$ cat src/design/b64d_pkg.sv
package b64d_pkg;

	localparam int QUEUE_DEPTH = 4;

	localparam logic [2:0] ST_OK          = 3'd0;
	localparam logic [2:0] ST_BAD_LENGTH  = 3'd1;
	localparam logic [2:0] ST_BAD_CHAR    = 3'd2;
	localparam logic [2:0] ST_RESERVED    = 3'd3;
	localparam logic [2:0] ST_UNSUPPORTED = 3'd4;
	localparam logic [2:0] ST_BASE58      = 3'd5;

	localparam logic [7:0] CH_NUL   = 8'h00;
	localparam logic [7:0] CH_SLASH = 8'h2f;
	localparam logic [7:0] CH_ONE   = 8'h31;
	localparam logic [7:0] CH_Q     = 8'h51;
	localparam logic [7:0] CH_U     = 8'h75;
	localparam logic [7:0] CH_Z     = 8'h7a;

	typedef struct packed {
		logic [7:0] char_code;
		logic       last_char;
	} in_item_t;

	typedef struct packed {
		logic       is_status;
		logic [7:0] byte_value;
		logic [2:0] status;
		logic       run_end;
	} out_item_t;

	// one accepted character's worth of results: data bytes, then maybe a status
	typedef struct packed {
		logic [1:0]      n_bytes;
		logic [2:0][7:0] bytes;
		logic            has_status;
		logic [2:0]      status;
	} job_t;

	typedef struct packed {
		logic       valid;
		logic [5:0] sextet;
	} sextet_t;

	function automatic sextet_t sextet_of(input logic [7:0] c);
		sextet_t r;
		r.valid  = 1'b1;
		r.sextet = 6'd0;
		if (c inside {[8'h41:8'h5a]}) begin
			r.sextet = 6'(c - 8'h41);
		end else if (c inside {[8'h61:8'h7a]}) begin
			r.sextet = 6'(c - 8'h61 + 8'd26);
		end else if (c inside {[8'h30:8'h39]}) begin
			r.sextet = 6'(c - 8'h30 + 8'd52);
		end else if (c == 8'h2d) begin
			r.sextet = 6'd62;
		end else if (c == 8'h5f) begin
			r.sextet = 6'd63;
		end else begin
			r.valid = 1'b0;
		end
		return r;
	endfunction

endpackage

$ cat src/design/b64d_front.sv
module b64d_front (
	input  logic               clk,
	input  logic               arst_n,
	input  logic               accept,
	input  b64d_pkg::in_item_t item,
	output logic               push,
	output b64d_pkg::job_t     job
);

	logic        awaiting_q;
	logic [1:0]  count_q;
	logic [17:0] group_q;
	logic [2:0]  error_q;

	logic        awaiting_n;
	logic [1:0]  count_n;
	logic [17:0] group_n;
	logic [2:0]  error_n;
	logic [23:0] full_group;
	logic [2:0]  st;
	b64d_pkg::sextet_t sx;

	always_comb begin
		sx         = b64d_pkg::sextet_of(item.char_code);
		awaiting_n = awaiting_q;
		count_n    = count_q;
		group_n    = group_q;
		error_n    = error_q;
		full_group = {group_q, sx.sextet};
		st         = b64d_pkg::ST_OK;
		job        = '0;

		if (awaiting_q) begin
			awaiting_n = 1'b0;
			count_n    = 2'd0;
			group_n    = '0;
			if (item.char_code == b64d_pkg::CH_U) begin
				error_n = b64d_pkg::ST_OK;
			end else if (item.char_code == b64d_pkg::CH_Z) begin
				error_n = b64d_pkg::ST_BASE58;
			end else if (item.char_code == b64d_pkg::CH_NUL ||
				item.char_code == b64d_pkg::CH_SLASH ||
				item.char_code == b64d_pkg::CH_ONE ||
				item.char_code == b64d_pkg::CH_Q) begin
				error_n = b64d_pkg::ST_RESERVED;
			end else begin
				error_n = b64d_pkg::ST_UNSUPPORTED;
			end
		end else if (error_q == b64d_pkg::ST_OK || error_q == b64d_pkg::ST_BAD_CHAR) begin
			if (!sx.valid) begin
				error_n = b64d_pkg::ST_BAD_CHAR;
			end
			if (count_q == 2'd3) begin
				if (error_n == b64d_pkg::ST_OK) begin
					job.n_bytes  = 2'd3;
					job.bytes[0] = full_group[23:16];
					job.bytes[1] = full_group[15:8];
					job.bytes[2] = full_group[7:0];
				end
				group_n = '0;
				count_n = 2'd0;
			end else begin
				group_n = {group_q[11:0], sx.sextet};
				count_n = count_q + 2'd1;
			end
		end

		if (item.last_char) begin
			st = error_n;
			if (st == b64d_pkg::ST_OK || st == b64d_pkg::ST_BAD_CHAR) begin
				if (count_n == 2'd1) begin
					st = b64d_pkg::ST_BAD_LENGTH;
				end else if (st == b64d_pkg::ST_OK) begin
					if (count_n == 2'd2) begin
						if (group_n[3:0] != 4'd0) begin
							st = b64d_pkg::ST_BAD_CHAR;
						end else begin
							job.n_bytes  = 2'd1;
							job.bytes[0] = group_n[11:4];
						end
					end else if (count_n == 2'd3) begin
						if (group_n[1:0] != 2'd0) begin
							st = b64d_pkg::ST_BAD_CHAR;
						end else begin
							job.n_bytes  = 2'd2;
							job.bytes[0] = group_n[17:10];
							job.bytes[1] = group_n[9:2];
						end
					end
				end
			end
			job.has_status = 1'b1;
			job.status     = st;
			// string done, back to expecting a prefix
			awaiting_n = 1'b1;
			count_n    = 2'd0;
			group_n    = '0;
			error_n    = b64d_pkg::ST_OK;
		end

		push = accept && (job.n_bytes != 2'd0 || job.has_status);
	end

	always_ff @(posedge clk or negedge arst_n) begin
		if (!arst_n) begin
			awaiting_q <= 1'b1;
			count_q    <= 2'd0;
			group_q    <= '0;
			error_q    <= b64d_pkg::ST_OK;
		end else if (accept) begin
			awaiting_q <= awaiting_n;
			count_q    <= count_n;
			group_q    <= group_n;
			error_q    <= error_n;
		end
	end

endmodule

$ cat src/design/b64d_queue.sv
module b64d_queue #(
	parameter int DEPTH = b64d_pkg::QUEUE_DEPTH
) (
	input  logic           clk,
	input  logic           arst_n,
	input  logic           push,
	input  b64d_pkg::job_t push_job,
	input  logic           pop,
	output logic           full,
	output logic           empty,
	output b64d_pkg::job_t head
);

	localparam int PTR_W = $clog2(DEPTH);
	localparam int CNT_W = $clog2(DEPTH + 1);

	b64d_pkg::job_t         entries_q [DEPTH];
	logic [PTR_W-1:0]       wr_ptr_q;
	logic [PTR_W-1:0]       rd_ptr_q;
	logic [CNT_W-1:0]       count_q;

	assign full  = (count_q == CNT_W'(DEPTH));
	assign empty = (count_q == '0);
	assign head  = entries_q[rd_ptr_q];

	function automatic logic [PTR_W-1:0] bump(input logic [PTR_W-1:0] p);
		return (p == PTR_W'(DEPTH - 1)) ? '0 : p + 1'b1;
	endfunction

	always_ff @(posedge clk) begin
		if (push) begin
			entries_q[wr_ptr_q] <= push_job;
		end
	end

	always_ff @(posedge clk or negedge arst_n) begin
		if (!arst_n) begin
			wr_ptr_q <= '0;
			rd_ptr_q <= '0;
			count_q  <= '0;
		end else begin
			if (push) begin
				wr_ptr_q <= bump(wr_ptr_q);
			end
			if (pop) begin
				rd_ptr_q <= bump(rd_ptr_q);
			end
			if (push && !pop) begin
				count_q <= count_q + 1'b1;
			end else if (pop && !push) begin
				count_q <= count_q - 1'b1;
			end
		end
	end

endmodule

$ cat src/design/b64d_back.sv
module b64d_back (
	input  logic                clk,
	input  logic                arst_n,
	input  logic                q_empty,
	input  b64d_pkg::job_t      q_head,
	output logic                q_pop,
	output logic                res_valid,
	input  logic                res_stall,
	output b64d_pkg::out_item_t res_data
);

	b64d_pkg::job_t cur_q;
	logic           valid_q;
	logic [1:0]     idx_q;
	logic [2:0]     total;
	logic           fire;
	logic           done;

	always_comb begin
		total     = {1'b0, cur_q.n_bytes} + {2'b00, cur_q.has_status};
		res_valid = valid_q;
		res_data  = '0;
		if (idx_q < cur_q.n_bytes) begin
			res_data.byte_value = cur_q.bytes[idx_q];
		end else begin
			res_data.is_status = 1'b1;
			res_data.status    = cur_q.status;
		end
		res_data.run_end = ({1'b0, idx_q} == total - 3'd1);
		fire  = valid_q && !res_stall;
		done  = fire && res_data.run_end;
		q_pop = (!valid_q || done) && !q_empty;
	end

	always_ff @(posedge clk) begin
		if (q_pop) begin
			cur_q <= q_head;
		end
	end

	always_ff @(posedge clk or negedge arst_n) begin
		if (!arst_n) begin
			valid_q <= 1'b0;
			idx_q   <= 2'd0;
		end else if (q_pop) begin
			valid_q <= 1'b1;
			idx_q   <= 2'd0;
		end else if (done) begin
			valid_q <= 1'b0;
			idx_q   <= 2'd0;
		end else if (fire) begin
			idx_q <= idx_q + 2'd1;
		end
	end

endmodule

$ cat src/design/base64url_stream_decoder.sv
// channel | valid      | stall      | payload
// --------+------------+------------+-------------------------------------------
// input   | char_valid | char_stall | char_data: char_code, last_char
// output  | res_valid  | res_stall  | res_data: is_status, byte_value, status, run_end
//
// one character is taken per cycle while the job queue has room; char_stall is the
// queue-full flag. a character yields 0 to 4 results, sent one per cycle from the
// back end while res_stall is low.
// results of a character pass through the job queue and the back end's job register.
// arst_n clears prefix tracking, the queue and the output; no clearing pass.
// output stall backs up the queue only; the front keeps decoding until it is full.
module base64url_stream_decoder #(
	parameter int QUEUE_DEPTH = b64d_pkg::QUEUE_DEPTH
) (
	input  logic                clk,
	input  logic                arst_n,
	input  logic                char_valid,
	output logic                char_stall,
	input  b64d_pkg::in_item_t  char_data,
	output logic                res_valid,
	input  logic                res_stall,
	output b64d_pkg::out_item_t res_data
);

	// front to queue
	logic           push;
	b64d_pkg::job_t push_job;
	logic           accept;

	// queue to back
	logic           q_full;
	logic           q_empty;
	logic           q_pop;
	b64d_pkg::job_t q_head;

	// stall straight from the registered queue count
	assign char_stall = q_full;
	assign accept     = char_valid && !char_stall;

	// prefix check, sextet mapping and grouping, at most one job per character
	b64d_front u_front (
		.clk    (clk),
		.arst_n (arst_n),
		.accept (accept),
		.item   (char_data),
		.push   (push),
		.job    (push_job)
	);

	// short job queue decouples decode from result delivery
	b64d_queue #(
		.DEPTH (QUEUE_DEPTH)
	) u_queue (
		.clk      (clk),
		.arst_n   (arst_n),
		.push     (push),
		.push_job (push_job),
		.pop      (q_pop),
		.full     (q_full),
		.empty    (q_empty),
		.head     (q_head)
	);

	// serializes each job into bytes then status, one result per transaction
	b64d_back u_back (
		.clk       (clk),
		.arst_n    (arst_n),
		.q_empty   (q_empty),
		.q_head    (q_head),
		.q_pop     (q_pop),
		.res_valid (res_valid),
		.res_stall (res_stall),
		.res_data  (res_data)
	);

endmodule

$ cat config.mk
export PLATFORM = sky130hd
export DESIGN_NAME = base64url_stream_decoder
export DESIGN_NICKNAME = d
export VERILOG_FILES = /design/src/design/b64d_pkg.sv /design/src/design/b64d_front.sv /design/src/design/b64d_queue.sv /design/src/design/b64d_back.sv /design/src/design/base64url_stream_decoder.sv
export SDC_FILE = /design/constraint.sdc
export NUM_CORES = 1
export LEC_CHECK = 0
export ABC_AREA = 1
export BUFFER_PORTS_ARGS = -buffer_cell sky130_fd_sc_hd__buf_2
export CAP_MARGIN = 10
export CORE_ASPECT_RATIO = 1.4
export CORE_MARGIN = 4
export CORE_UTILIZATION = 35
export CTS_CLUSTER_SIZE = 10
export DETAILED_ROUTE_END_ITERATION = 16
export PLACE_DENSITY = 0.54
export SLEW_MARGIN = 15
export SYNTH_ARGS = -nofsm -noshare
export SYNTH_HDL_FRONTEND = slang
export SYNTH_SLANG_ARGS = --single-unit
$ cat constraint.sdc
create_clock -name clk -period 9.8 [get_ports clk]
set_clock_uncertainty 0.2 [all_clocks]
set_input_delay 0.98 -clock clk [delete_from_list [all_inputs] [get_ports clk]]
set_output_delay 0.98 -clock clk [all_outputs]
set_load 0.005 [all_outputs]
==> results of run 1 <==
sequential cells by signal, indices dropped and copies added, names as in the netlist:
register	count
u_queue.wr_ptr_q	2
u_queue.entries_q	120
u_back.idx_q	2
u_back.cur_q	30
u_front.awaiting_q	1
u_back.res_valid	1
u_queue.count_q	3
u_front.count_q	2
u_front.group_q	18
u_front.error_q	3
u_queue.rd_ptr_q	2
through the flow:
step                      hold slack (ns)  setup slack (ns)  cells  utilization  instance area (µm²)
after floorplan                     0.262              5.17    837            -                 8800
after global placement              0.301              4.89   1152        0.374                 9270
after detailed placement            0.315              4.84   1152        0.374                 9270
after CTS                           0.330              5.30   1184        0.398                 9860
after global routing                0.359              4.91   1184        0.398                 9860
final                               0.323              5.28   1184        0.398                 9860
kinds of logic after synthesis:
family | synth area share
AND/OR/NAND/NOR | 0.168
AO/OA/AOI/OAI | 0.133
flip-flops | 0.609
buffers and inverters | 0.0499
adder cells (fa/ha/maj) | 0.0293
XOR/XNOR | 0.00995
multiplexers | 0.00128
worst max-delay path by stage:
| stage | slack, ns | cells past startpoint | to |
|---|---|---|---|
| global placement | 4.89 | 22 | u_queue.count_q[2] |
| CTS | 5.30 | 19 | u_queue.entries_q[1][15] |
| detailed placement | 4.84 | 19 | u_queue.entries_q[1][8] |
| finish | 5.28 | 22 | u_queue.count_q[2] |
| global route | 4.91 | 22 | u_queue.count_q[2] |
| floorplan | 5.17 | 18 | u_queue.entries_q[3][0] |
worst register-to-register path: cells and delay by family, from the launching register on:
kind            cells  cell delay [ns]
buf+inv             3             0.95
xor+xnor            1             0.15
flops               1             0.38
simple gates        1             0.88
compound gates      3             0.55
fa+ha+maj           3             0.73
synth_stat cells (2+ instances only):
| master | instances |
|---|---|
| edfxtp_1 | 150 |
| nor2_1 | 117 |
| nand2_1 | 91 |
| o21ai_0 | 90 |
| inv_1 | 57 |
| o22ai_1 | 45 |
| nand3_1 | 44 |
| a21oi_1 | 36 |
| dfrtp_1 | 33 |
| clkbuf_1 | 28 |
| ha_1 | 19 |
| nand4_1 | 12 |
| inv_2 | 10 |
| nand2_2 | 10 |
| nor3_1 | 9 |
| nor2_2 | 8 |
| o22ai_2 | 8 |
| a22o_1 | 7 |
| xor2_1 | 7 |
| nand3_2 | 6 |
| buf_2 | 5 |
| o21ai_1 | 5 |
| clkinv_1 | 4 |
| nand2_4 | 4 |
| nor2_8 | 3 |
| o211ai_1 | 3 |
| xnor2_1 | 3 |
| a21oi_2 | 2 |
| buf_4 | 2 |
| inv_4 | 2 |
| nand3b_1 | 2 |
| or2_2 | 2 |
final cells by class:
| type | count | area, µm² |
|---|---|---|
| inverter | 73 | 279 |
| clock buffer | 18 | 439 |
| timing repair buffer | 37 | 210 |
| sequential | 184 | 5360 |
| tap | 315 | 394 |
| multi-input combinational | 543 | 3020 |
| clock inverter | 14 | 154 |
| fill | 2371 | 14900 |
metal layers:
metal,share of wire,track usage,up-vias
met5,0,0,-
met4,0.031,0.0661,0
met3,0.026,0.0301,42
met2,0.50,0.259,117
met1,0.44,0.191,3005
li1,-,-,2985
power by group:
part | leakage [nW] | total (mW) | switching [mW] | internal, mW
registers | 1.89 | 1.11 | 0.0759 | 1.03
clock network | 0.291 | 0.684 | 0.315 | 0.369
logic | 1.57 | 0.863 | 0.590 | 0.274
==> impl_metrics.yaml, run 1 <==
global_route:
  antenna_found_initial: 0
  grt_pass1_vias: 6189
  grt_pass1_wl_um: 33300
  track_usage: 0.154
  overflow: 0
  grt_max_degree: 64
critical_path:
  cp.arrival_ns: 4.63
  critical_path_buf_inv_count: 6
  critPathRequiredTime_ns: 9.91
  crit_path_start_kind: "input pin"
  cp_top_family: "simple AND/OR/NAND/NOR gates"
  timing.rr.start: "u_front.count_q[0]"
  cpPeakStageDelay_ns: 0.62
  critPathLaunch: "char_data[1]"
  slowest_stage: "nor3_2"
  critPathMaxFanout: 17
  critPathCaptureType: "register"
  r2r_slack_ns: 5.84
  path_class: "input pin to register"
  r2r-end: "u_queue.count_q[2]"
  path_cells: "buf_2 -> inv_1 -> ha_1 -> inv_1 -> nand2_1 -> nand2_1 -> nand3_1 -> nand3_2 -> nand2_4 -> nand2_2 -> inv_2 -> nand2_1 -> nand3_1 -> nor3_2 -> inv_2 -> a21oi_4 -> ha_1 -> inv_1 -> fa_1 -> a21oi_1 -> o21ai_0 -> xor2_1"
  reg2reg_depth: 11
sta:
  post-route-min-period_ns: 4.52
  drv_slew: 0
  period_share: 0.461
  rsz0062_at_grt: "no"
  fin_tns_setup_ns: 0
  max_freq_mhz: 221
  final-hold-violation-count: 0
  relSlewSlack: 0.351
  setup_viol: 0
  tightest_slew_ns: 0.972
detailed_routing:
  firstDrtPassIters: 5
  num_vias: 6149
  wire_per_inst_um: 17.5
  routed_via_density: 5.19
  drt_iter0_markers: 486
  drt_wl_total_um: 20700
  drc: 0
  ant_nets: 0
floorplanning:
  die_w_um: 142
  num_rows: 68
  fp.dieArea_mm2: 0.0278
  core_mm2: 0.0248
  io_pins: 28
  die_h_um: 196
  start_util: 0.356
clock_tree:
  htreeDepth: 4
  clock_sinks: 184
  post-cts-setup-buffers: 0
  clk_latency_ns: 0.43
  cts_root_buf: "clkbuf_16"
  cts_made_buffers: 17
  cts_hold_buf: 0
  cts_buffer_depth: 2
  cts_resized: 0
  cts_tree: "yes"
  path_clk_slew_ns: 0.07
placement:
  detailed_place_hpwl_um: 13900
  io_buffers: 27
  gp_congestion: 0.882
finish:
  drive_gt1_frac: 0.157
  layout_common_cells: "edfxtp_1, nor2_1, nand2_1, o21ai_0, inv_1"
  area_growth_pct: 12.0
  nets: 889
  mostFrequentLayoutCell: "edfxtp_1"
  diodes: 0
run_status:
  status: "complete, no violations"
synthesis:
  syn_area_mm2: 0.00880
  yosysWarnings: 0
  synth_top_cell_by_area: "edfxtp_1"
  synthTopCellsByArea: "edfxtp_1, dfrtp_1, o21ai_0"
  synth_edf_count: 150
  synth.distinct_cells: 45
  synthCells: 837
  synth-seq-cells: 184
  synth_nets: 870
  postSynthAreaPerCell_um2: 10.5
  ys_async_sr_fraction: 0.185
  seq_area_frac_synth: 0.609
  ys.flop_type: "edfxtp_1"
  yosys.area.top_type_share: 0.512
power_and_ir_drop:
  p_leak_nw: 3.75
  power_mw: 2.66
  power_density_mw_per_mm2: 269
  vdd_drop_max_mv: 0.176
min_path:
  hold_end: "u_front.count_q[1]"
  holdCritStartpoint: "u_front.count_q[1]"
  hold_path_depth: 2
  hp-class: "register to register"
job:
  max_cap_viol_count: 0
(Power assumes the default switching activity.)
==> run 2, diff against run 1 <==
Clock period 9.8 ns to 4.6 ns, I/O delays scaled along.
==> run 2 against run 1 <==
  * Power rose by 110%
  * Global-route usage is 0.57 points lower
  * Worst hold slack lost 0.17 ns
  * Worst setup slack got worse by 4.0 ns
  * Core utilization about the same
  * Clock power increased by 100%
  * Largest cell class unchanged
  * Count of clock-buffer cells in the layout unchanged
  * Routed wire length decreased by 2.1%
==> impl_metrics.yaml, run 2 (synthesized netlist as in run 1, its figures left out) <==
min_path:
  hold_path_depth: 1
  hold_end: "u_queue.entries_q[2][3]"
  hp-class: "input pin to register"
  holdCritStartpoint: "char_data[0]"
sta:
  fin_tns_setup_ns: 0
  setup_viol: 0
  tightest_slew_ns: 1.02
  relSlewSlack: 0.322
  final-hold-violation-count: 0
  rsz0062_at_grt: "no"
  max_freq_mhz: 304
  post-route-min-period_ns: 3.29
  period_share: 0.716
  worst_hold_slack_ns: 0.150
  drv_slew: 0
critical_path:
  critPathCaptureType: "register"
  critPathRequiredTime_ns: 4.71
  path_class: "input pin to register"
  r2r-end: "u_queue.count_q[1]"
  r2r_slack_ns: 1.49
  timing.rr.start: "u_back.cur_q[3]"
  crit_path_start_kind: "input pin"
  cp.arrival_ns: 3.40
  reg2reg_depth: 12
  critPathMaxFanout: 11
finish:
  regMostFlops: "u_queue.entries_q"
  register_area_mm2: 0.00536
  multiInputGateArea_mm2: 0.00302
  fillers: 2400
  mostFrequentLayoutCell: "edfxtp_1"
  top_regs: "u_queue.entries_q (120), u_back.cur_q (30), u_front.group_q (18)"
  drive_gt1_frac: 0.158
  largest_register_ffs: 120
  area_growth_pct: 12.1
  diodes: 0
  nets: 893
  layout_common_cells: "edfxtp_1, nor2_1, nand2_1, o21ai_0, inv_1"
detailed_routing:
  drt_wl_total_um: 20300
  num_vias: 6129
  drt_iter0_markers: 465
  firstDrtPassIters: 5
  wire_per_inst_um: 17.1
  routed_via_density: 5.16
  drc: 0
  ant_nets: 0
clock_tree:
  htreeDepth: 4
  cts_made_buffers: 17
  cts_root_buf: "clkbuf_16"
  cts_buffer_depth: 2
  cts_resized: 0
  cts_tree: "yes"
  clock_sinks: 184
  path_clk_slew_ns: 0.07
  clk_latency_ns: 0.43
power_and_ir_drop:
  power_density_mw_per_mm2: 565
  vdd_drop_max_mv: 0.333
  p_leak_nw: 3.75
floorplanning:
  fp.dieArea_mm2: 0.0278
  die_w_um: 142
  num_rows: 68
  core_mm2: 0.0248
  start_util: 0.356
  io_pins: 28
  die_h_um: 196
job:
  max_cap_viol_count: 0
run_status:
  status: "complete, no violations"
global_route:
  grt_pass1_vias: 5946
  grt_pass1_wl_um: 32000
  overflow: 0
  antenna_found_initial: 0
  grt_max_degree: 64
  track_usage: 0.148
placement:
  detailed_place_hpwl_um: 13800
  gp_congestion: 0.887
  io_buffers: 27
run 2: how the worst max path moves through the flow:
stage / slack [ns] / depth (start not counted) / startpoint / endpoint
5_1_grt: 0.90 / 23 / char_data[1] / u_queue.count_q[2]
6_report: 1.31 / 23 / char_data[1] / u_queue.count_q[2]
4_1_cts: 1.25 / 6 / u_back.idx_q[0] / res_data[9]
2_1_floorplan: 0.49 / 18 / char_data[3] / u_queue.entries_q[3][0]
3_3_place_gp: 0.91 / 23 / char_data[1] / u_queue.count_q[2]
3_5_place_dp: 0.86 / 23 / char_data[1] / u_queue.count_q[2]
run 2: where the power goes:
part / switching, mW / leakage, nW / internal, mW / total, mW
clock: 0.658 / 0.270 / 0.715 / 1.37
sequential: 0.159 / 1.89 / 2.20 / 2.36
combinational: 1.25 / 1.59 / 0.589 / 1.84
total: 2.07 / 3.75 / 3.50 / 5.57
run 2: layer usage:
| layer | track usage | vias up | routed length [µm] | part of all wire |
|---|---|---|---|---|
| li1 | - | 3003 | - | - |
| met4 | 0.0626 | 0 | 679 | 0.033 |
| met2 | 0.253 | 129 | 10000 | 0.49 |
| met1 | 0.183 | 2954 | 8920 | 0.44 |
| met5 | 0 | - | 0 | 0 |
| met3 | 0.0274 | 43 | 700 | 0.034 |
run 2: repair_timing:
| item | in CTS | in global routing |
|---|---|---|
| hold buffers | 1 | 0 |
| hold endpoints to repair | 12 | 0 |
| setup buffers | 0 | 0 |
run 2: metrics by stage:
| stage | util | cell area (µm²) | power [mW] | setup slack, ns | cells |
|---|---|---|---|---|---|
| 2_1_floorplan | - | 8800 | 3.64 | 0.494 | 837 |
| 3_5_place_dp | 0.376 | 9300 | 4.26 | 0.861 | 1155 |
| 5_1_grt | 0.399 | 9870 | 5.95 | 0.901 | 1188 |
| 3_3_place_gp | 0.376 | 9300 | 4.25 | 0.910 | 1155 |
| 4_1_cts | 0.399 | 9870 | 5.64 | 1.25 | 1188 |
| 6_report | 0.399 | 9870 | 5.57 | 1.31 | 1188 |
run 2: final cells by class:
cell class,instances,share of cell area
well taps,315,0.0399
flip-flops and latches,184,0.543
repair buffers,41,0.0259
clock buffers,18,0.0435
multi-input cells,543,0.306
inverters,73,0.0283
clock inverters,14,0.0131
run 2: critical path, cell delays in order:
cell and delay, ns:
buf_2 0.17, inv_1 0.10, ha_1 0.23, inv_1 0.10, nand2_1 0.06, nand2_1 0.11
nand3_1 0.10, nand3_2 0.13, nand2_4 0.08, nand2_2 0.08, inv_2 0.04, nand2_1 0.05
nand3_1 0.07, nor3_2 0.12, buf_4 0.21, inv_2 0.07, a21oi_4 0.20, ha_1 0.18
inv_1 0.06, fa_1 0.38, a21oi_1 0.14, o21ai_0 0.10, xor2_1 0.15
